[src/gpk_pkg.sv]
// Package for the glyph row packer: entry, cell control and result types,
// kind, status and state codes. No dependencies.
package gpk_pkg;

  localparam int CODE_W = 8;
  localparam int DIM_W  = 8;
  localparam int POS_W  = 16;
  localparam int ROWC_W = 5;
  localparam int PAD_W  = 4;

  // Configuration register indexes (paddr[2])
  localparam logic REG_ROW_COUNT = 1'b0;
  localparam logic REG_PADDING   = 1'b1;

  localparam logic [ROWC_W-1:0] ROW_COUNT_RST = 5'd12;
  localparam logic [PAD_W-1:0]  PADDING_RST   = 4'd1;

  typedef enum logic [1:0] {
    KIND_CLEAR = 2'd0,
    KIND_LOAD  = 2'd1,
    KIND_READ  = 2'd2
  } gpk_kind_e;

  typedef enum logic [1:0] {
    STS_PLACED = 2'd0,
    STS_EMPTY  = 2'd1,
    STS_FULL   = 2'd2
  } gpk_status_e;

  typedef enum logic [2:0] {
    S_IDLE,
    S_LOAD,
    S_FULL,
    S_ALIGN,
    S_SWEEP,
    S_WIDTH,
    S_SEEK
  } gpk_state_e;

  typedef struct packed {
    logic [CODE_W-1:0] code;
    logic [DIM_W-1:0]  w;
    logic [DIM_W-1:0]  h;
  } gpk_entry_t;

  typedef enum logic [1:0] {
    SOP_HOLD,
    SOP_INSERT,
    SOP_ROTATE
  } gpk_store_op_e;

  typedef struct packed {
    gpk_store_op_e op;
    gpk_entry_t    ins;
  } gpk_store_ctl_t;

  typedef struct packed {
    logic [POS_W-1:0] top;
    logic [POS_W-1:0] xsum;
  } gpk_row_t;

  typedef enum logic {
    ROP_HOLD,
    ROP_ROTATE
  } gpk_row_op_e;

  typedef struct packed {
    gpk_row_op_e op;
    gpk_row_t    wrap;
  } gpk_row_ctl_t;

  typedef struct packed {
    gpk_status_e       status;
    logic [CODE_W-1:0] code;
    logic [POS_W-1:0]  pos_x;
    logic [POS_W-1:0]  pos_y;
    logic [DIM_W-1:0]  w;
    logic [DIM_W-1:0]  h;
    logic [POS_W-1:0]  atlas_w;
    logic [POS_W-1:0]  atlas_h;
    logic              last;
  } gpk_result_t;

endpackage

[src/gpk_row_cell.sv]
// One cell of the row ring: top y and running end x of one atlas row.
// Cell 0 is the current row; the tail cell takes the updated head value.
// Depends on gpk_pkg.
module gpk_row_cell
  import gpk_pkg::*;
(
  input  logic         clk_i,
  input  logic         rst_ni,
  input  gpk_row_ctl_t ctl_i,
  input  logic         tail_i,  // last cell of the active ring
  input  gpk_row_t     next_i,
  output gpk_row_t     cell_o
);

  gpk_row_t cell_q;
  gpk_row_t cell_d;

  always_comb begin
    cell_d = cell_q;
    case (ctl_i.op)
      ROP_ROTATE: cell_d = tail_i ? ctl_i.wrap : next_i;
      default:    cell_d = cell_q;
    endcase
  end

  always_ff @(posedge clk_i or negedge rst_ni) begin
    if (!rst_ni) begin
      cell_q <= '0;
    end else begin
      cell_q <= cell_d;
    end
  end

  assign cell_o = cell_q;

endmodule

[config.mk]
export PLATFORM = sky130hd
export DESIGN_NAME = gpk_row_cell
export DESIGN_NICKNAME = d
export VERILOG_FILES = /design/src/gpk_pkg.sv /design/src/gpk_row_cell.sv
export SDC_FILE = /design/constraint.sdc
export NUM_CORES = 1
export LEC_CHECK = 0
export BUFFER_PORTS_ARGS = -buffer_cell sky130_fd_sc_hd__buf_2
export CORE_MARGIN = 2
export CORE_UTILIZATION = 41
export DETAILED_ROUTE_END_ITERATION = 6
export GPL_ROUTABILITY_DRIVEN = 0
export PLACE_DENSITY = 0.77
export SLEW_MARGIN = 25
export SYNTH_ARGS = -nofsm -noshare
export SYNTH_HDL_FRONTEND = slang
export SYNTH_SLANG_ARGS = --single-unit
[constraint.sdc]
create_clock -name clk_i -period 0.9 [get_ports clk_i]
set_clock_uncertainty 0.05 [all_clocks]
set_input_delay 0.09 -clock clk_i [delete_from_list [all_inputs] [get_ports clk_i]]
set_output_delay 0.09 -clock clk_i [all_outputs]
set_load 0.005 [all_outputs]
# Yosys cells after proc, flatten, opt, wreduce, memory -nomap -nowiden
# Index checks and enable logic that the tools add are counted.
totals:
  output_inout_bits: 32
  wordCells: 3
  in_bits: 68
  register_bits: 32
op_classes:
  n_mux: 1
ops:
  columns: ["operator", "count"]
  rows:
  - ["2-to-1 mux 32 bit", 1]

# Logic depth before layout (Yosys ltp)
# Gate-level depths: netlist (run 1).
depth:
  ltp_word: 1
  mapped_depth: 4
  depth_no_buf: 2

# Worst setup path before layout (run 1)
# Ideal clock, no wire load.
synth_path:
  kind: "input port to flip-flop"
  start: "in tail_i"
  end: "reg cell_q, in the netlist cell_o[0]"
  arrival_ns: 0.582
  cell_stages: 4
  slack_ns: 0.131
  path_buffers: 2
  setup_time_ns: 0.137
  t_required_ns: 0.713
  path_cell_list: "buf_6 > buf_12 > mux2i_1 > a21oi_1"
synth_via:
  elab_chain_len: 1
synth_lines:
  columns: ["item", "line", "text"]
  rows:
  - ["from (decl)", "gpk_row_cell.sv:10", "input logic tail_i,"]
  - ["2-to-1 mux 32 bit", "gpk_row_cell.sv:21", "ROP_ROTATE: cell_d = tail_i ? ctl_i.wrap : next_i;"]
  - ["to (signal assigned)", "gpk_row_cell.sv:30", "cell_q <= cell_d;"]
  - ["to (decl)", "gpk_row_cell.sv:15", "gpk_row_t cell_q;"]
# No other way between the ends.
# A chain may end at the register's enable or synchronous reset.

# Worst setup path in the final report (run 1)
layout_path:
  start: "reg cell_q, in the netlist cell_o[20]"
  end: "out cell_o[20] (netlist name)"
layout_rtl:
  columns: ["item", "line", "text"]
  rows:
  - ["to (decl)", "gpk_row_cell.sv:12", "output gpk_row_t cell_o"]
# No word-level cell between the ends.

==> results of run 1 <==
[power groups by stage]
stage | sequential, uW | combinational, uW | clock [uW]
2_1_floorplan | 1710 | 302 | 0
3_3_place_gp | 1690 | 682 | 0
3_5_place_dp | 1690 | 700 | 0
4_1_cts | 1670 | 767 | 1170
5_1_grt | 1680 | 859 | 1250
6_report | 1670 | 768 | 1130
[cells by family (layout without fill, tap and decap cells)]
| group | after synthesis | in the layout |
|---|---|---|
| AO/OA/AOI/OAI | 32 | 32 |
| multiplexers | 32 | 32 |
| flip-flops | 32 | 32 |
| AND/OR/NAND/NOR | 32 | 32 |
| buffers and inverters | 11 | 123 |
[routing by layer]
layer | up-vias | GRT usage
met1 | 624 | 0.197
met3 | 2 | 0.0469
met4 | 0 | 0.0559
li1 | 700 | -
met5 | - | 0
met2 | 63 | 0.322
[per-stage QoR]
stage                     area [sq um]  setup TNS (ns)  setup slack (ns)  std cells
after floorplan                   1510               0             0.131        139
after global placement            2060        -0.00373          -0.00373        280
after detailed placement          2060         -0.0402           -0.0272        280
after CTS                         2230          -0.634           -0.0375        297
after global routing              2250           -1.39           -0.0658        299
final                             2250          -0.255           -0.0262        299
[synthesized netlist by cell type, drive strengths merged]
master	count	share of area
a21oi	32	0.11
buf	8	0.062
clkbuf	3	0.0075
dfrtp	32	0.53
mux2i	32	0.21
nor2	32	0.080
[worst paths after layout]
path / to / start
max: cell_o[20] / cell_o[20]$_DFFE_PN0P_
min: cell_o[0]$_DFFE_PN0P_ / next_i[0]
max reg2reg: cell_o[23]$_DFFE_PN0P_ / cell_o[23]$_DFFE_PN0P_
min reg2reg: cell_o[30]$_DFFE_PN0P_ / cell_o[30]$_DFFE_PN0P_
max in group asynchronous: cell_o[18]$_DFFE_PN0P_ / rst_ni
min in group asynchronous: cell_o[24]$_DFFE_PN0P_ / rst_ni
[area by class of cell]
type | count | area share
Sequential cell | 32 | 0.357
Multi-Input combinational cell | 96 | 0.267
Clock buffer | 7 | 0.0429
Tap cell | 48 | 0.0267
Timing Repair Buffer | 116 | 0.306
[timing repair]
item	in CTS	in global routing
pin swaps	0	0
endpoints found under the hold margin	32	0
setup endpoints to repair	32	32
hold buffers	1	0
buffers inserted	9	2
cloned	0	0
==> flow_summary.ini, run 1 <==
[synthesis]
synthCells = 139
synth_compound_area_frac = 0.106
synth_area_sq_um = 1510
synthMuxAreaShare = 0.213
synthAdderAreaFrac = 0
yosysWarnings = 0
synth.distinct_cells = 9
yosys_register_bits = 32
synth-simple-area-share = 0.0797
synth_xor_area_frac = 0
postSynthAreaPerCell_sq_um = 10.8
synth_fp_nets = 207
synth_top_family_by_area = multiplexers
yosysSeqAreaShare = 0.532

[critical_path]
rr_worst_depth = 3
end_kind = primary output
cp_num_buf_inv = 1
crit_family = flip-flops
slowest_stage = dfrtp_1
max_stage_delay_ns = 0.39
cp_cell_sequence = buf_2
startpoint_type = flip-flop
path_max_fanout = 2
required_ns = 0.76
reg2reg_slack_ns = 0.09
crit_type = reg2out
arrival_ns = 0.79
path_depth = 1

[sta]
grt_setup_unrepaired = yes
setup_ws_ns = -0.0262
fmax_mhz = 1080
slew_violations = 0
setup_viol = 25
relSlewSlack = 0.893
min_period_over_period = 1.03
whs_ns = 0.0719
fin_crit_ns = 0.926
hold_viol = 0
worst_slew_pin_slew_ns = 0.156

[detailed_routing]
dr.max_layer_used = met4
drt_iter0_markers = 60
wl_per_cell_microns = 11.5
dr.pass1.iters = 4
num_vias = 1389
wl_mm = 3.45
antenna_left = 0
wl_met1_mm = 1.40
dr_wl_met2_mm = 1.74
drc = 0
viasPerCell = 4.65
wl_met3_microns = 296

[power_and_ir_drop]
swShare = 0.240
p_per_area_nw_per_um2 = 1590
p_clk_frac = 0.317
intPower_uw = 2710
power_frac_comb = 0.215
p_switching_uw = 856
power_leakage_uw = 0.00118
p_total_uw = 3560
seqPwrFrac = 0.468
vdd_drop_max_v = 0.000725

[clocking]
htree_levels = 2
cts_sinks = 32
clk_pin_slew_ns = 0.06
clock-root-buffer = clkbuf_8
cts_resized = 0
clockBufferDepth = 2
tritoncts = yes
numCtsBuffers = 5
insertion_delay_ns = 0.26

[layout]
fin_nets = 319
seqCellArea_sq_um = 801
largest_register_ffs = 32
drive_gt1_frac = 0.486
final_cell_mix = 99 x buf_2, 32 x mux2i_1, 32 x nor2_1, 32 x a21oi_1, 32 x dfrtp_1
final_util = 0.623
fillCellCount = 335
final_common_cell = buf_2
multiInputGateArea_sq_um = 601
area_growth_pct = 49.1
diodes = 0

[global_route]
grt_overflow_total = 0
grt_pass1_vias = 1353
grt_pass1_wl_mm = 5.74
grt_max_degree = 35
track_usage = 0.175
antenna_found_initial = 0

[job]
maxCapViolCount = 0

[floorplanning]
rows = 22
die_h_microns = 64.6
die_area_sq_um = 4180
die_x_microns = 64.6
start_util = 0.418
ios = 100
coreArea_sq_um = 3610

[hold_path]
hp-class = in2reg
whs_path_depth = 3

[run_status]
violations = negative setup slack
status = complete, but fails checks

[place]
place_hpwl_mm = 2.61
io_buffers = 99
Note: power is estimated with default switching activity, not from simulation.
==> inputs of run 2 (changes only) <==
--- a/config.mk
+++ b/config.mk
@@ -8,9 +8,11 @@
 export BUFFER_PORTS_ARGS = -buffer_cell sky130_fd_sc_hd__buf_2
 export CORE_MARGIN = 2
 export CORE_UTILIZATION = 41
+export CTS_CLUSTER_DIAMETER = 50
 export DETAILED_ROUTE_END_ITERATION = 6
 export GPL_ROUTABILITY_DRIVEN = 0
 export PLACE_DENSITY = 0.77
+export REMOVE_ABC_BUFFERS = 1
 export SLEW_MARGIN = 25
 export SYNTH_ARGS = -nofsm -noshare
 export SYNTH_HDL_FRONTEND = slang
==> run 2 against run 1 <==
The flow still finishes with violations (negative setup slack); register-to-register slack lost 0.11 ns; via count increased by 2.0%; cell count up 1.3%; die area is the same; core utilization grew 0.52 points; critical endpoint is now cell_o[29]; largest power group unchanged; highest routed layer unchanged.
==> flow_summary.ini, run 2 (synthesis results as in run 1) <==
[sta]
hold_viol = 0
worst_slew_pin_slew_ns = 0.152
relSlewSlack = 0.896
setup_viol = 33
min_period_over_period = 1.04
grt_setup_unrepaired = yes
fin_crit_ns = 0.932
setup_ws_ns = -0.0321
fmax_mhz = 1070
slew_violations = 0

[critical_path]
required_ns = 0.76
arrival_ns = 0.79
critPathLaunch = cell_o[29]$_DFFE_PN0P_
cp_num_buf_inv = 1
path_max_fanout = 2
startpoint_type = flip-flop
cp_cell_sequence = buf_2
crit_family = flip-flops
crit_type = reg2out
end_kind = primary output
max_stage_delay_ns = 0.39
path_depth = 1
slowest_stage = dfrtp_1
rr_worst_depth = 4
reg2reg_from = cell_o[19]$_DFFE_PN0P_

[floorplanning]
coreArea_sq_um = 3610
die_x_microns = 64.6
ios = 100
rows = 22
die_h_microns = 64.6
start_util = 0.418
die_area_sq_um = 4180

[power_and_ir_drop]
seqPwrFrac = 0.467
intPower_uw = 2650
p_switching_uw = 915
p_total_uw = 3570
p_per_area_nw_per_um2 = 1580
power_leakage_uw = 0.00120
p_clk_frac = 0.310
vdd_drop_max_v = 0.000676
power_frac_comb = 0.223
swShare = 0.257

[place]
io_buffers = 99
dpl.cell_count = 280
place_hpwl_mm = 2.59

[detailed_routing]
drt_iter0_markers = 54
antenna_left = 0
dr.pass1.iters = 4
num_vias = 1417
drc = 0
wl_mm = 3.69
wl_per_cell_microns = 12.2
viasPerCell = 4.68

[clocking]
htree_levels = 2
clk_pin_slew_ns = 0.07
tritoncts = yes
clock-root-buffer = clkbuf_8
cts_sinks = 32
numCtsBuffers = 5
clockBufferDepth = 2
insertion_delay_ns = 0.27

[global_route]
grtUsageMet3 = 0.0573
use_met1 = 0.222
busiest_layer = met2
grt_pass1_vias = 1271
track_usage = 0.179
grt_pass1_wl_mm = 5.82
grt_max_degree = 42
antenna_found_initial = 0
grt_use_met2 = 0.296
grt_overflow_total = 0

[run_status]
status = complete, but fails checks
violations = negative setup slack

[layout]
largest_register_ffs = 32
final_cells = 303
diodes = 0
area_growth_pct = 50.3
fillCellCount = 319
final_cell_mix = 99 x buf_2, 32 x mux2i_1, 32 x nor2_1, 32 x a21oi_1, 32 x dfrtp_1
fin_nets = 322
final_common_cell = buf_2
drive_gt1_frac = 0.494

[hold_path]
whs_path_depth = 3
min-delay-start = next_i[13]
hp-class = in2reg

[job]
maxCapViolCount = 0
==> run 2: stage by stage <==
step	TNS [ns]	setup WS, ns	hold slack (ns)	util	instance area, sq um
floorplan	0	0.228	-0.256	-	1400
global placement	-0.00470	-0.00470	0.0151	0.570	2060
detailed placement	-0.0969	-0.0227	0.00641	0.570	2060
CTS	-0.829	-0.0442	0.0560	0.609	2200
global route	-1.67	-0.0653	0.0683	0.628	2260
finish	-0.625	-0.0321	0.0562	0.628	2260
==> run 2: repair_timing <==
| action | CTS | global route |
|---|---|---|
| endpoints found under the setup margin | 32 | 32 |
| gates resized for setup | 0 | 0 |
| hold buffers | 1 | 0 |
| hold endpoints to repair | 32 | 0 |
| setup buffers | 5 | 9 |
| pin swaps | 0 | 0 |
==> run 2: worst paths after layout <==
kind	endpoint	slack [ns]
worst max-delay path	cell_o[29]	-0.03
worst min register to register	cell_o[2]$_DFFE_PN0P_	0.47
worst min-delay path	cell_o[13]$_DFFE_PN0P_	0.06
min in group asynchronous	cell_o[25]$_DFFE_PN0P_	0.25
worst max register to register	cell_o[19]$_DFFE_PN0P_	-0.02
max in group asynchronous	cell_o[11]$_DFFE_PN0P_	0.37
==> run 2: cell type report <==
type	count	area (sq um)	area share
flip-flops and latches	32	801	0.354
repair buffers	119	711	0.314
multi-input cells	96	601	0.265
clock buffers	6	82.6	0.0365
well taps	48	60.1	0.0265
clock inverters	2	10.0	0.00442
==> run 2: routing by layer <==
layer  up-vias  wire [microns]
met5         -               0
met4         0              44
met3         6             345
met2        65            1720
met1       639            1570
li1        707               -
==> run 2: power by group through the flow <==
| stage | sequential (uW) | combinational, uW | clock (uW) |
|---|---|---|---|
| after detailed placement | 1690 | 702 | 0 |
| after floorplan | 1710 | 202 | 0 |
| after global routing | 1680 | 889 | 1220 |
| final | 1670 | 797 | 1110 |
| after CTS | 1660 | 741 | 1140 |
| after global placement | 1690 | 684 | 0 |
==> inputs of run 3 (changes only) <==
--- a/config.mk
+++ b/config.mk
@@ -13,6 +13,7 @@
 export GPL_ROUTABILITY_DRIVEN = 0
 export PLACE_DENSITY = 0.77
 export REMOVE_ABC_BUFFERS = 1
+export SKIP_LAST_GASP = 1
 export SLEW_MARGIN = 25
 export SYNTH_ARGS = -nofsm -noshare
 export SYNTH_HDL_FRONTEND = slang
==> run 3 against run 2 <==
Non-clock buffer count unchanged; global-route usage is the same; cell count did not move; fmax did not move; clock-buffer cell count did not move; sequential power is essentially flat; design area stayed put; worst hold slack stayed put; the run still ends with negative setup slack left.
==> flow_summary.ini, run 3 (synthesis results as in run 1) <==
[floorplanning]
coreArea_sq_um = 3610
die_h_microns = 64.6
ios = 100
die_x_microns = 64.6
rows = 22
start_util = 0.418
die_area_sq_um = 4180

[layout]
stdcell_area_sq_um = 2260
drive_gt1_frac = 0.494
largest_register_ffs = 32
final_cell_mix = 99 x buf_2, 32 x mux2i_1, 32 x nor2_1, 32 x a21oi_1, 32 x dfrtp_1
seqCellArea_sq_um = 801
final_common_cell = buf_2
fin_nets = 322
multiInputGateArea_sq_um = 601
diodes = 0
area_growth_pct = 50.3
fillCellCount = 319

[sta]
relSlewSlack = 0.896
whs_ns = 0.0562
fmax_mhz = 1070
setup_ws_ns = -0.0321
setup_viol = 33
slew_violations = 0
hold_viol = 0
min_period_over_period = 1.04
grt_setup_unrepaired = yes
fin_crit_ns = 0.932
worst_slew_pin_slew_ns = 0.152

[critical_path]
reg2reg_slack_ns = -0.02
arrival_ns = 0.79
timing.rr.end = cell_o[19]$_DFFE_PN0P_
slowest_stage = dfrtp_1
critPathLaunch = cell_o[29]$_DFFE_PN0P_
required_ns = 0.76
crit_family = flip-flops
startpoint_type = flip-flop
max_stage_delay_ns = 0.39
end_kind = primary output
crit_type = reg2out
reg2reg_from = cell_o[19]$_DFFE_PN0P_
rr_worst_depth = 4
cp_num_buf_inv = 1
path_max_fanout = 2
cp_cell_sequence = buf_2

[clocking]
cts_sinks = 32
clk_pin_slew_ns = 0.07
numCtsBuffers = 5
htree_levels = 2
clockBufferDepth = 2
cts_resized = 0
insertion_delay_ns = 0.27
clock-root-buffer = clkbuf_8
tritoncts = yes

[detailed_routing]
num_vias = 1417
wl_mm = 3.69
antenna_left = 0
drc = 0
viasPerCell = 4.68
drt_iter0_markers = 48
wl_per_cell_microns = 12.2
dr.pass1.iters = 4

[global_route]
grt_overflow_total = 0
antenna_found_initial = 0
grt_pass1_wl_mm = 5.82
grt_pass1_vias = 1271
grt_max_degree = 42
track_usage = 0.179

[job]
maxCapViolCount = 0

[power_and_ir_drop]
vdd_drop_max_v = 0.000676
power_leakage_uw = 0.00120
p_per_area_nw_per_um2 = 1580

[run_status]
violations = negative setup slack
status = complete, but fails checks

[place]
placed_cell_area_sq_um = 2060
place_hpwl_mm = 2.59
io_buffers = 99

[hold_path]
min-delay-start = next_i[13]
whs_path_depth = 3
hp-class = in2reg
hold_path_end = cell_o[13]$_DFFE_PN0P_
[run 3: cell type report]
cell class / count / share of cell area
sequential: 32 / 0.354
clock inverter: 2 / 0.00442
timing repair buffer: 119 / 0.314
clock buffer: 6 / 0.0365
tap: 48 / 0.0265
multi-input combinational: 96 / 0.265
[run 3: worst max path at each step]
stage	end	slack [ns]	depth (start not counted)
6_report	cell_o[29]	-0.03	1
3_3_place_gp	cell_o[10]$_DFFE_PN0P_	-0.005	4
3_5_place_dp	cell_o[10]$_DFFE_PN0P_	-0.02	4
5_1_grt	cell_o[29]	-0.07	1
2_1_floorplan	cell_o[13]$_DFFE_PN0P_	0.23	2
4_1_cts	cell_o[29]	-0.04	1
[run 3: stage by stage]
step,setup TNS [ns],total power [uW],setup slack (ns),std cells,utilization
4_1_cts,-0.829,3540,-0.0442,294,0.609
3_5_place_dp,-0.0969,2390,-0.0227,280,0.570
6_report,-0.625,3570,-0.0321,303,0.628
3_3_place_gp,-0.00470,2370,-0.00470,280,0.570
5_1_grt,-1.67,3790,-0.0653,303,0.628
2_1_floorplan,0,1910,0.228,128,-
[run 3: metal layers]
metal	up-vias	GRT usage	part of all wire
met5	-	0	0
met2	65	0.296	0.47
met3	6	0.0573	0.094
met4	0	0.0638	0.012
met1	639	0.222	0.43
li1	707	-	-
[run 3: timing repair]
| action | 4_1_cts | 5_1_grt |
|---|---|---|
| endpoints found under the setup margin | 32 | 32 |
| gates cloned | 0 | 0 |
| hold buffers | 1 | 0 |
| hold endpoints to repair | 32 | 0 |
| buffers inserted | 5 | 9 |
[run 3: where the power goes]
group | internal [uW] | leakage (uW) | switching (uW)
Combinational | 453 | 0.000791 | 344
Clock | 609 | 0.0000510 | 496
Sequential | 1590 | 0.000357 | 74.9
Total | 2650 | 0.00120 | 915
