### config.mk
export PLATFORM = sky130hd
export DESIGN_NAME = gpk_glyph_cell
export DESIGN_NICKNAME = d
export VERILOG_FILES = /design/src/gpk_pkg.sv /design/src/gpk_glyph_cell.sv
export SDC_FILE = /design/constraint.sdc
export NUM_CORES = 1
export LEC_CHECK = 0
export ABC_AREA = 1
export BUFFER_PORTS_ARGS = -buffer_cell sky130_fd_sc_hd__buf_2
export CAP_MARGIN = 25
export CORE_MARGIN = 2
export CORE_UTILIZATION = 45
export DETAILED_ROUTE_END_ITERATION = 6
export GPL_ROUTABILITY_DRIVEN = 1
export PLACE_DENSITY = 0.95
export SLEW_MARGIN = 20
export SYNTH_ARGS = -nofsm -noshare
export SYNTH_HDL_FRONTEND = slang
export SYNTH_SLANG_ARGS = --single-unit
export TNS_END_PERCENT = 20
### constraint.sdc
create_clock -name clk_i -period 5 [get_ports clk_i]
set_input_delay 0.75 -clock clk_i [delete_from_list [all_inputs] [get_ports clk_i]]
set_output_delay 0.75 -clock clk_i [all_outputs]
set_load 0.02 [all_outputs]
### src/gpk_pkg.sv
// Package for the glyph row packer: entry, cell control and result types,
// kind, status and state codes. No dependencies.
package gpk_pkg;

  localparam int CODE_W = 8;
  localparam int DIM_W  = 8;
  localparam int POS_W  = 16;
  localparam int ROWC_W = 5;
  localparam int PAD_W  = 4;

  // Configuration register indexes (paddr[2])
  localparam logic REG_ROW_COUNT = 1'b0;
  localparam logic REG_PADDING   = 1'b1;

  localparam logic [ROWC_W-1:0] ROW_COUNT_RST = 5'd12;
  localparam logic [PAD_W-1:0]  PADDING_RST   = 4'd1;

  typedef enum logic [1:0] {
    KIND_CLEAR = 2'd0,
    KIND_LOAD  = 2'd1,
    KIND_READ  = 2'd2
  } gpk_kind_e;

  typedef enum logic [1:0] {
    STS_PLACED = 2'd0,
    STS_EMPTY  = 2'd1,
    STS_FULL   = 2'd2
  } gpk_status_e;

  typedef enum logic [2:0] {
    S_IDLE,
    S_LOAD,
    S_FULL,
    S_ALIGN,
    S_SWEEP,
    S_WIDTH,
    S_SEEK
  } gpk_state_e;

  typedef struct packed {
    logic [CODE_W-1:0] code;
    logic [DIM_W-1:0]  w;
    logic [DIM_W-1:0]  h;
  } gpk_entry_t;

  typedef enum logic [1:0] {
    SOP_HOLD,
    SOP_INSERT,
    SOP_ROTATE
  } gpk_store_op_e;

  typedef struct packed {
    gpk_store_op_e op;
    gpk_entry_t    ins;
  } gpk_store_ctl_t;

  typedef struct packed {
    logic [POS_W-1:0] top;
    logic [POS_W-1:0] xsum;
  } gpk_row_t;

  typedef enum logic {
    ROP_HOLD,
    ROP_ROTATE
  } gpk_row_op_e;

  typedef struct packed {
    gpk_row_op_e op;
    gpk_row_t    wrap;
  } gpk_row_ctl_t;

  typedef struct packed {
    gpk_status_e       status;
    logic [CODE_W-1:0] code;
    logic [POS_W-1:0]  pos_x;
    logic [POS_W-1:0]  pos_y;
    logic [DIM_W-1:0]  w;
    logic [DIM_W-1:0]  h;
    logic [POS_W-1:0]  atlas_w;
    logic [POS_W-1:0]  atlas_h;
    logic              last;
  } gpk_result_t;

endpackage

### src/gpk_glyph_cell.sv
// One cell of the height-sorted glyph chain: holds one entry, takes part in
// stable insertion and in rotation toward cell 0. Depends on gpk_pkg.
module gpk_glyph_cell
  import gpk_pkg::*;
(
  input  logic           clk_i,
  input  gpk_store_ctl_t ctl_i,
  input  logic           live_i,       // this cell holds a loaded entry
  input  logic           prev_keep_i,  // neighbor below keeps its entry
  input  gpk_entry_t     prev_i,       // entry of neighbor below
  input  gpk_entry_t     next_i,       // entry of neighbor above
  output logic           keep_o,
  output gpk_entry_t     entry_o
);

  gpk_entry_t entry_q;
  gpk_entry_t entry_d;

  // Entries at least as tall as the new one stay put (ties keep order)
  assign keep_o = live_i && (entry_q.h >= ctl_i.ins.h);

  always_comb begin
    entry_d = entry_q;
    case (ctl_i.op)
      SOP_INSERT: begin
        if (!keep_o) begin
          entry_d = prev_keep_i ? ctl_i.ins : prev_i;
        end
      end
      SOP_ROTATE: entry_d = next_i;
      default:    entry_d = entry_q;
    endcase
  end

  always_ff @(posedge clk_i) begin
    entry_q <= entry_d;
  end

  assign entry_o = entry_q;

endmodule

* After elaboration in Yosys (flattened, before gate mapping)
Index checks and enable logic that the tools add are counted.
** Storage, ports and cells
- Bits in registers :: 24
- Bits in latches :: 0
- Memory bits (writable) :: 0
- ROM bits :: 0
- Input bits :: 77
- Output and inout port bits :: 25
- Logic and storage cells :: 13
- Memories :: 0
** Operators by class
- Add/subtract/negate cells :: 0
- $mul :: 0
- Div/mod/pow operators :: 0
- Magnitude comparators :: 1
- Equal/unequal tests :: 3
- Shift-type cells :: 0
- Mux-type cells :: 3
- Bitwise logic cells :: 0
- Reduce and logical (&&, ||, !) cells :: 3
** Operators with widths (number)
- 2-to-1 mux 24 bit :: 2
- case mux 24 bit (2 select lines) :: 1
- >= comparator 8 bit :: 1
- equality test 2 x 1 -> 1 bit (second input constant) :: 1
- equality test 2 bit (second input constant) :: 1
- != test 2 bit (second input constant) :: 1
- AND reduction 2 bit :: 1
- nonzero test 2 bit :: 1
- logical AND 1 bit :: 1

* Depth between registers and ports, before layout
Gate-level depths: netlist of the first run.
- Depth in word-level cells :: 4
- Gate-level depth with buffers :: 12
- Depth with buffers taken out :: 12

* Least setup slack after synthesis of the first run
No wires, ideal clock.
- Path kind :: input to register
- Start point :: in ctl_i[7] (netlist bit)
- End point :: reg entry_q, in the netlist entry_o[0], enable pin
- Library setup time :: 381 ps
- Data arrival time :: 2060 ps
- Data required time :: 4619 ps
- Slack :: 2559 ps
- Cell stages on the path :: 8
- Buffers on the path :: 0
- Path through :: inv_1 ha_1 a21o_1 nor2_1 nand3_1 nand2_1 nand2_1 nand2_1
** Between the ends
- Word-level cells in the longest chain between the ends :: 4
** RTL lines
- from (decl) :: line gpk_glyph_cell.sv:7 : input gpk_store_ctl_t ctl_i,
- >= comparator 8 bit :: line gpk_glyph_cell.sv:20 : assign keep_o = live_i && (entry_q.h >= ctl_i.ins.h);
- logical AND 1 bit :: line gpk_glyph_cell.sv:20
- != test 2 bit (no line)
- AND reduction 2 bit (no line)
- to (signal assigned) :: line gpk_glyph_cell.sv:36 : entry_q <= entry_d;
- to (decl) :: line gpk_glyph_cell.sv:16 : gpk_entry_t entry_q;
No other way between the ends.
A chain may end at the register's enable or synchronous reset.

* Final worst setup path of the first run
- Start point :: in ctl_i[7] (netlist bit)
- End point :: out keep_o
** Between the ends
- Word-level cells in the longest chain between the ends :: 2
** RTL lines
- >= comparator 8 bit :: line gpk_glyph_cell.sv:20
- logical AND 1 bit :: line gpk_glyph_cell.sv:20
- to (decl) :: line gpk_glyph_cell.sv:12 : output logic keep_o,
No other way between the ends.

==> results of run 1 <==
-- path summary, 6_finish.rpt --
kind,startpoint,end,slack [ns],cells past startpoint
max,ctl_i[7],keep_o,2.38,10
min,next_i[1],entry_o[1],0.74,3
max reg2reg,entry_o[7],entry_o[13],2.68,8
min reg2reg,entry_o[1],entry_o[5],1.73,6
-- cell usage in the layout, fill, tap and decap left out, drive strengths merged --
cell type  instances
nand3              1
clkbuf             3
a21o               1
nand2             46
a21oi              9
a31oi             17
nand4              1
bufinv             1
ha                 8
nor2              35
inv               14
buf              101
o21ai              7
edfxtp            24
-- per-layer routing --
layer | global-route usage [%] | routed length (microns) | up-vias
met5 | 0 | 0 | -
met3 | 1.24 | 178 | 2
li1 | - | - | 775
met1 | 19.1 | 1410 | 668
met4 | 6.99 | 27 | 0
met2 | 38.9 | 1940 | 55
-- cell type report --
type | count | area [sq um]
Inverter | 14 | 55.1
Clock buffer | 3 | 22.5
Tap cell | 44 | 55.1
Timing Repair Buffer | 101 | 505
Multi-Input combinational cell | 125 | 644
Sequential cell | 24 | 721
Clock inverter | 1 | 30.0
Fill cell | 296 | 1070
-- critical path, delay by kind of cell --
family / cells / cell delay (ns)
buf+inv: 4 / 0.33
fa+ha+maj: 1 / 0.29
simple gates: 5 / 0.51
-- cells by family after synthesis --
group,Yosys count,synth area share [%]
AO/OA/AOI/OAI,34,14.4
adder cells (fa/ha/maj),8,6.66
buffers and inverters,24,9.16
flip-flops,24,48.0
AND/OR/NAND/NOR,83,21.8
-- per-stage QoR --
| stage | utilization, % | std cells |
|---|---|---|
| 4_1_cts | 65.5 | 312 |
| 3_3_place_gp | 63.8 | 308 |
| 2_1_floorplan | - | 173 |
| 3_5_place_dp | 63.8 | 308 |
| 6_report | 65.5 | 312 |
| 5_1_grt | 65.5 | 312 |
-- power by group through the flow --
stage / Combinational (W) / Clock [W] / Sequential, W
finish: 0.000139 / 0.000136 / 0.000252
global placement: 0.000135 / 0 / 0.000256
floorplan: 0.0000639 / 0 / 0.000279
global route: 0.000155 / 0.000145 / 0.000254
detailed placement: 0.000140 / 0 / 0.000256
CTS: 0.000140 / 0.000138 / 0.000252
==> flow_metrics.tcl, run 1 <==
set metrics [dict create \
    hpwlAfterDp_microns 2760 \
    p_sw_share_pct 27.3 \
    setup_tns_ns 0 \
    cts.sinks 24 \
    num_antenna_cells 0 \
    maxSlewHeadroom_pct 34.7 \
    cts_buffers 3 \
    drc 0 \
    ios 102 \
    grt_max_degree 50 \
    core_sq_mm 0.00310 \
    layout-drive-gt1-share_pct 43.7 \
    placementRows 20 \
    netlist_instances 173 \
    drt-total-wl_microns 3560 \
    place_congestion 0.795 \
    yosys-top-cells-count "nand2_1, nor2_1, edfxtp_1, a31oi_1, inv_1" \
    peakVddDrop_uv 124 \
    p_comb_share_pct 26.3 \
    fin_crit_ns 2.62 \
    syn_nets 258 \
    internal_power_w 0.000383 \
    synth_most_common_cell "nand2_1" \
    start_util_pct 48.4 \
    path_max_fanout 2 \
    area_growth_pct 35.3 \
    fin_worst_skew_ns 0.00209 \
    finalPower_w 0.000527 \
    grt_overflow 0 \
    setup-violations-final 0 \
    die_area_sq_mm 0.00382 \
    num_vias 1500 \
    crit_chain "buf_2, inv_1, ha_1, nand2_1, nor2_1, nand4_1, nand3_1, nand2_1, inv_1, buf_2" \
    synth_area_leaders "edfxtp_1, nand2_1, nor2_1, a31oi_1, ha_1" \
    clock.fmax_mhz 382 \
    synth_edf_count 24 \
    post_cts_resize_count 0 \
    p_leak_nw 1.04 \
    track_usage_pct 18.8 \
    crit_arrival_ns 1.87 \
    largest_register_ffs 24 \
    h-tree-depth 1 \
    drt_iter0_markers 36 \
    cts.clk_slew.worst_paths_ns 0.13 \
    cp-start-kind "input port" \
    root_buffer "clkbuf_4" \
    netSwitchingPower_w 0.000144 \
    min_path_type "input port to flip-flop" \
    synth_top_cell_by_area "edfxtp_1" \
    async_reset_ff_share_pct 0 \
    outcome "complete, no violations" \
    drv_cap 0 \
    cts_setup_buffers 0 \
    cts_tree "yes" \
    syn_area_sq_mm 0.00150 \
    whs_ns 0.743 \
    clk_latency_ns 0.30 \
    grt_pass1_vias 1402 \
    p_per_area_mw_per_mm2 259 \
    ant_nets 0 \
    hold_violations 0 \
    antenna_found_initial 0 \
    cp_slowest_cell "ha_1" \
    synthFlopType "edfxtp_1" \
    critPathKind "input port to primary output" \
    fin_ws_ns 2.38 \
    num-nets-final 354 \
    tightestPinTransition_ns 0.977 \
    placed_cell_area_sq_mm 0.00198 \
    die_x_microns 61.8 \
    rsz0062_at_grt "no" \
    max_stage_delay_ns 0.29 \
    grt_pass1_wl_microns 5310 \
    synth-seq-cells 24 \
    post_drt_wl_per_cell_microns 11.4 \
    timing.final.crit_share_pct 52.3 \
    yosysUniqueCellTypes 18 \
    crit_required_ns 4.25 \
    cp-end-kind "primary output" \
    seqPwrFrac_pct 47.8 \
    synth_top_area_share_pct 48.0 \
    cts_max_path_buffers 2 \
    viasPerCell 4.81 \
    cts.hold.buffers_added 0 \
    yosysSeqAreaShare_pct 48.0 \
    clkPwrFrac_pct 25.9 \
    slew_viol_final 0 \
    die_y_microns 61.8 \
    design_area_sq_mm 0.00203 \
    place_ws_ns 2.17 \
    drt_pass1_iterations 4 \
    port_buffers 101 \
    synth_warnings 0 \
    avgSynthCellArea_sq_um 8.69 \
]
(Power assumes the default switching activity.)
==> run 2: changes to the inputs <==
--- a/config.mk
+++ b/config.mk
@@ -9,10 +9,10 @@
 export BUFFER_PORTS_ARGS = -buffer_cell sky130_fd_sc_hd__buf_2
 export CAP_MARGIN = 25
 export CORE_MARGIN = 2
-export CORE_UTILIZATION = 45
+export CORE_UTILIZATION = 41
 export DETAILED_ROUTE_END_ITERATION = 6
 export GPL_ROUTABILITY_DRIVEN = 1
-export PLACE_DENSITY = 0.95
+export PLACE_DENSITY = 0.88
 export SLEW_MARGIN = 20
 export SYNTH_ARGS = -nofsm -noshare
 export SYNTH_HDL_FRONTEND = slang
==> constraint.sdc (replaced) <==
create_clock -name clk_i -period 2.6 [get_ports clk_i]
set_input_delay 0.39 -clock clk_i [delete_from_list [all_inputs] [get_ports clk_i]]
set_output_delay 0.39 -clock clk_i [all_outputs]
set_load 0.02 [all_outputs]
==> flow_metrics.tcl, run 2 (same netlist as run 1, synthesis figures left out) <==
set metrics [dict create \
    peakVddDrop_uv 204 \
    grt_pass1_vias 1276 \
    final_common_cell "buf_2" \
    drv_cap 0 \
    nFillCells 325 \
    timing.final.crit_share_pct 82.0 \
    area_growth_pct 37.0 \
    maxSlewHeadroom_pct 58.9 \
    drt_pass1_iterations 4 \
    die_y_microns 64.5 \
    internal_power_w 0.000740 \
    fin_worst_skew_ns 0.00365 \
    num_vias 1522 \
    port_buffers 101 \
    rsz0062_at_grt "no" \
    num-nets-final 357 \
    p_sw_share_pct 27.6 \
    hold_violations 0 \
    grt_max_degree 32 \
    track_usage_pct 16.8 \
    crit_arrival_ns 1.74 \
    seqPwrFrac_pct 47.2 \
    hold-path-cell-count 3 \
    critPathKind "flip-flop to primary output" \
    cts.clk_slew.worst_paths_ns 0.13 \
    cts_tree "yes" \
    outcome "complete, no violations" \
    dp.cells 313 \
    ff2ff_setup_slack_ns 0.73 \
    viasPerCell 4.80 \
    num_antenna_cells 0 \
    hpwlAfterDp_microns 2850 \
    cts.hold.buffers_added 0 \
    grt_overflow 0 \
    largest_register_ffs 24 \
    cts_max_path_buffers 2 \
    ant_nets 0 \
    clkPwrFrac_pct 26.1 \
    cts_buffers 3 \
    cts.sinks 24 \
    drt_iter0_markers 55 \
    placementRows 21 \
    crit_required_ns 2.21 \
    start_util_pct 44.0 \
    h-tree-depth 1 \
    p_leak_nw 1.05 \
    clock.fmax_mhz 469 \
    post_cts_resize_count 0 \
    drt-total-wl_microns 3650 \
    antenna_found_initial 0 \
    tightestPinTransition_ns 0.615 \
    cp-start-kind "flip-flop" \
    die_x_microns 64.5 \
    holdCritStartpoint "next_i[1]" \
    setup_tns_ns 0 \
    hold_end "entry_o[1]" \
    root_buffer "clkbuf_4" \
    rr_endpoint "entry_o[14]" \
    fin_crit_ns 2.13 \
    drc 0 \
    die_area_sq_mm 0.00417 \
    final_util_pct 60.3 \
    finalNonFillerCells 317 \
    cts_setup_buffers 0 \
    p_comb_share_pct 26.6 \
    post_drt_wl_per_cell_microns 11.5 \
    grt_pass1_wl_microns 5450 \
    path_max_fanout 2 \
    slew_viol_final 0 \
    min_path_type "input port to flip-flop" \
    finalPower_w 0.00102 \
    clk_latency_ns 0.31 \
    ios 102 \
    reg2reg_depth 9 \
    core_sq_mm 0.00342 \
    setup-violations-final 0 \
    cp-end-kind "primary output" \
    layout-drive-gt1-share_pct 44.3 \
    layout_common_cells "buf_2, nand2_1, nor2_1, edfxtp_1, a31oi_1" \
    reg2reg_from "entry_o[5]" \
    netSwitchingPower_w 0.000283 \
    place_congestion 0.747 \
    p_per_area_mw_per_mm2 497 \
]
[run 2: power by group through the flow]
stage / clock (W) / combinational (W) / sequential [W]
finish: 0.000267 / 0.000273 / 0.000483
global route: 0.000284 / 0.000303 / 0.000486
CTS: 0.000272 / 0.000275 / 0.000483
detailed placement: 0 / 0.000274 / 0.000492
global placement: 0 / 0.000267 / 0.000490
floorplan: 0 / 0.000123 / 0.000537
[run 2: final cells by class]
cell class | instances | area (sq um) | share of cell area, %
clock buffers | 3 | 22.5 | 1.09
clock inverters | 1 | 30.0 | 1.46
inverters | 14 | 55.1 | 2.67
multi-input cells | 125 | 644 | 31.3
flip-flops and latches | 24 | 721 | 35.0
well taps | 46 | 57.6 | 2.80
repair buffers | 104 | 528 | 25.7
[run 2: through the flow]
stage	setup WS (ns)	cell area, sq um	hold slack [ns]
2_1_floorplan	0.446	1500	0.605
3_3_place_gp	0.682	2010	0.700
3_5_place_dp	0.648	2010	0.701
4_1_cts	0.474	2060	0.370
5_1_grt	0.362	2060	0.374
6_report	0.468	2060	0.374
[run 2: layer usage]
| metal | share of wire, % | global-route usage (%) |
|---|---|---|
| met3 | 6.1 | 1.39 |
| met1 | 41 | 20.8 |
| met2 | 52 | 30.3 |
| met5 | 0 | 0 |
| met4 | 0.74 | 6.38 |
[run 2: worst max path at each step]
stage / start / to / slack (ns) / depth (start not counted)
4_1_cts: entry_o[5] / keep_o / 0.47 / 8
2_1_floorplan: entry_o[7] / entry_o[0] / 0.45 / 7
6_report: entry_o[5] / keep_o / 0.47 / 8
5_1_grt: entry_o[7] / keep_o / 0.36 / 8
3_5_place_dp: ctl_i[5] / entry_o[16] / 0.65 / 11
3_3_place_gp: ctl_i[7] / entry_o[17] / 0.68 / 10
[run 2: critical path, cell delays in order (launching register included)]
cell      delay [ns]
edfxtp_1        0.44
ha_1            0.33
nand2_1         0.06
nor2_1          0.13
nand4_1         0.10
nand3_1         0.09
nand2_1         0.06
inv_1           0.06
buf_2           0.15
==> run 3: changes to the inputs <==
--- a/config.mk
+++ b/config.mk
@@ -9,10 +9,10 @@
 export BUFFER_PORTS_ARGS = -buffer_cell sky130_fd_sc_hd__buf_2
 export CAP_MARGIN = 25
 export CORE_MARGIN = 2
-export CORE_UTILIZATION = 41
+export CORE_UTILIZATION = 37
 export DETAILED_ROUTE_END_ITERATION = 6
 export GPL_ROUTABILITY_DRIVEN = 1
-export PLACE_DENSITY = 0.88
+export PLACE_DENSITY = 0.84
 export SLEW_MARGIN = 20
 export SYNTH_ARGS = -nofsm -noshare
 export SYNTH_HDL_FRONTEND = slang
==> constraint.sdc (replaced) <==
create_clock -name clk_i -period 1.7 [get_ports clk_i]
set_input_delay 0.255 -clock clk_i [delete_from_list [all_inputs] [get_ports clk_i]]
set_output_delay 0.255 -clock clk_i [all_outputs]
set_load 0.02 [all_outputs]
==> flow_metrics.tcl, run 3 (same netlist as run 1, synthesis figures left out) <==
set metrics [dict create \
    cts_tree "yes" \
    nFillCells 364 \
    root_buffer "clkbuf_8" \
    cts_buffers 3 \
    maxSlewHeadroom_pct 74.5 \
    die_area_sq_mm 0.00459 \
    hold_violations 0 \
    slew_viol_final 0 \
    setup-violations-final 25 \
    whs_ns 0.298 \
    path_max_fanout 2 \
    cts_max_path_buffers 2 \
    grt_pass1_wl_microns 5850 \
    setup_tns_ns -2.89 \
    num_antenna_cells 0 \
    cp_slowest_cell "edfxtp_1" \
    drt_pass1_iterations 4 \
    outcome "complete, but fails checks" \
    num_vias 1584 \
    ios 102 \
    grt_max_degree 33 \
    cts.clk_slew.worst_paths_ns 0.08 \
    final_common_cell "buf_2" \
    finalNonFillerCells 332 \
    timing.final.crit_share_pct 112 \
    crit_chain "ha_4, nand2_2, nor2_2, nand4_1, nand3_2, nand2_2, inv_1, buf_6" \
    post_drt_wl_per_cell_microns 12.1 \
    viasPerCell 4.77 \
    critPathMostFrequentCell "nand2_2" \
    fin_worst_skew_ns 0.00333 \
    area_growth_pct 54.2 \
    largest_register_ffs 24 \
    tightestPinTransition_ns 0.381 \
    die_x_microns 67.7 \
    max_stage_delay_ns 0.43 \
    start_util_pct 38.1 \
    finalPower_w 0.00174 \
    port_buffers 101 \
    layout_common_cells "buf_2, nand2_1, nor2_1, edfxtp_1, a31oi_1" \
    die_y_microns 67.7 \
    min_path_type "input port to flip-flop" \
    core_sq_mm 0.00394 \
    antenna_found_initial 0 \
    placementRows 23 \
    crit_arrival_ns 1.65 \
    peakVddDrop_uv 338 \
    hpwlAfterDp_microns 2960 \
    drt_iter0_markers 38 \
    ant_nets 0 \
    num-nets-final 368 \
    cp-end-kind "primary output" \
    clock.fmax_mhz 525 \
    track_usage_pct 16.6 \
    grt_pass1_vias 1430 \
    crit_required_ns 1.44 \
    drt-total-wl_microns 4020 \
    cp-start-kind "flip-flop" \
    fin_crit_ns 1.91 \
    place_congestion 0.788 \
    fin_ws_ns -0.205 \
    clk_latency_ns 0.26 \
    drc 0 \
    layout-drive-gt1-share_pct 51.4 \
    cts.hold.buffers_added 0 \
    violations "setup timing" \
    place_ws_ns -0.0995 \
    drv_cap 0 \
    h-tree-depth 1 \
    p_leak_nw 1.14 \
    p_per_area_mw_per_mm2 752 \
    critPathKind "flip-flop to primary output" \
    grt_overflow 0 \
    dp.cells 322 \
    cts.sinks 24 \
    rsz0062_at_grt "yes" \
]
## run 3: stage by stage
step | util, % | instance area, sq um
floorplan | - | 1520
global placement | 52.7 | 2080
detailed placement | 52.7 | 2080
CTS | 56.5 | 2230
global route | 58.8 | 2320
finish | 58.8 | 2320
## run 3: final cells by class
type	count	area [sq um]	area share [%]
multi-input cells	127	790	34.1
clock buffers	3	41.3	1.78
inverters	14	55.1	2.38
repair buffers	113	618	26.7
clock inverters	1	30.0	1.30
flip-flops and latches	24	721	31.1
well taps	50	62.6	2.70
## run 3: path summary, 6_finish.rpt
| kind | depth (start not counted) | endpoint | startpoint | slack, ns |
|---|---|---|---|---|
| max | 8 | keep_o | entry_o[5] | -0.21 |
| min | 3 | entry_o[2] | next_i[2] | 0.30 |
| max reg2reg | 11 | entry_o[8] | entry_o[3] | -0.12 |
| min reg2reg | 8 | entry_o[3] | entry_o[7] | 1.28 |
## run 3: power breakdown
group / switching [W] / internal, W / leakage, nW
Clock: 0.000178 / 0.000314 / 0.0357
Sequential: 0.0000215 / 0.000722 / 0.231
Combinational: 0.000283 / 0.000223 / 0.871
## run 3: critical path, delay by kind of cell, from the launching register on
kind,cells,cell delay [ns]
DFF,1,0.43
adders and majority gates,1,0.30
and+or+nand+nor,5,0.46
buffers and inverters,2,0.18
## run 3: timing repair
action                     in CTS  in global routing
pin swaps                       6                 11
gates cloned                    2                  0
buffers inserted                3                  1
setup endpoints to repair      25                 25
gates resized for setup         6                 13
## run 3: routing by layer
metal / GRT usage (%) / vias up / routed length (microns) / share of wire, %
li1: - / 803 / - / -
met1: 17.7 / 728 / 1580 / 39
met2: 33.5 / 51 / 2220 / 55
met3: 1.17 / 2 / 196 / 4.9
met4: 5.87 / 0 / 25 / 0.62
met5: 0 / - / 0 / 0
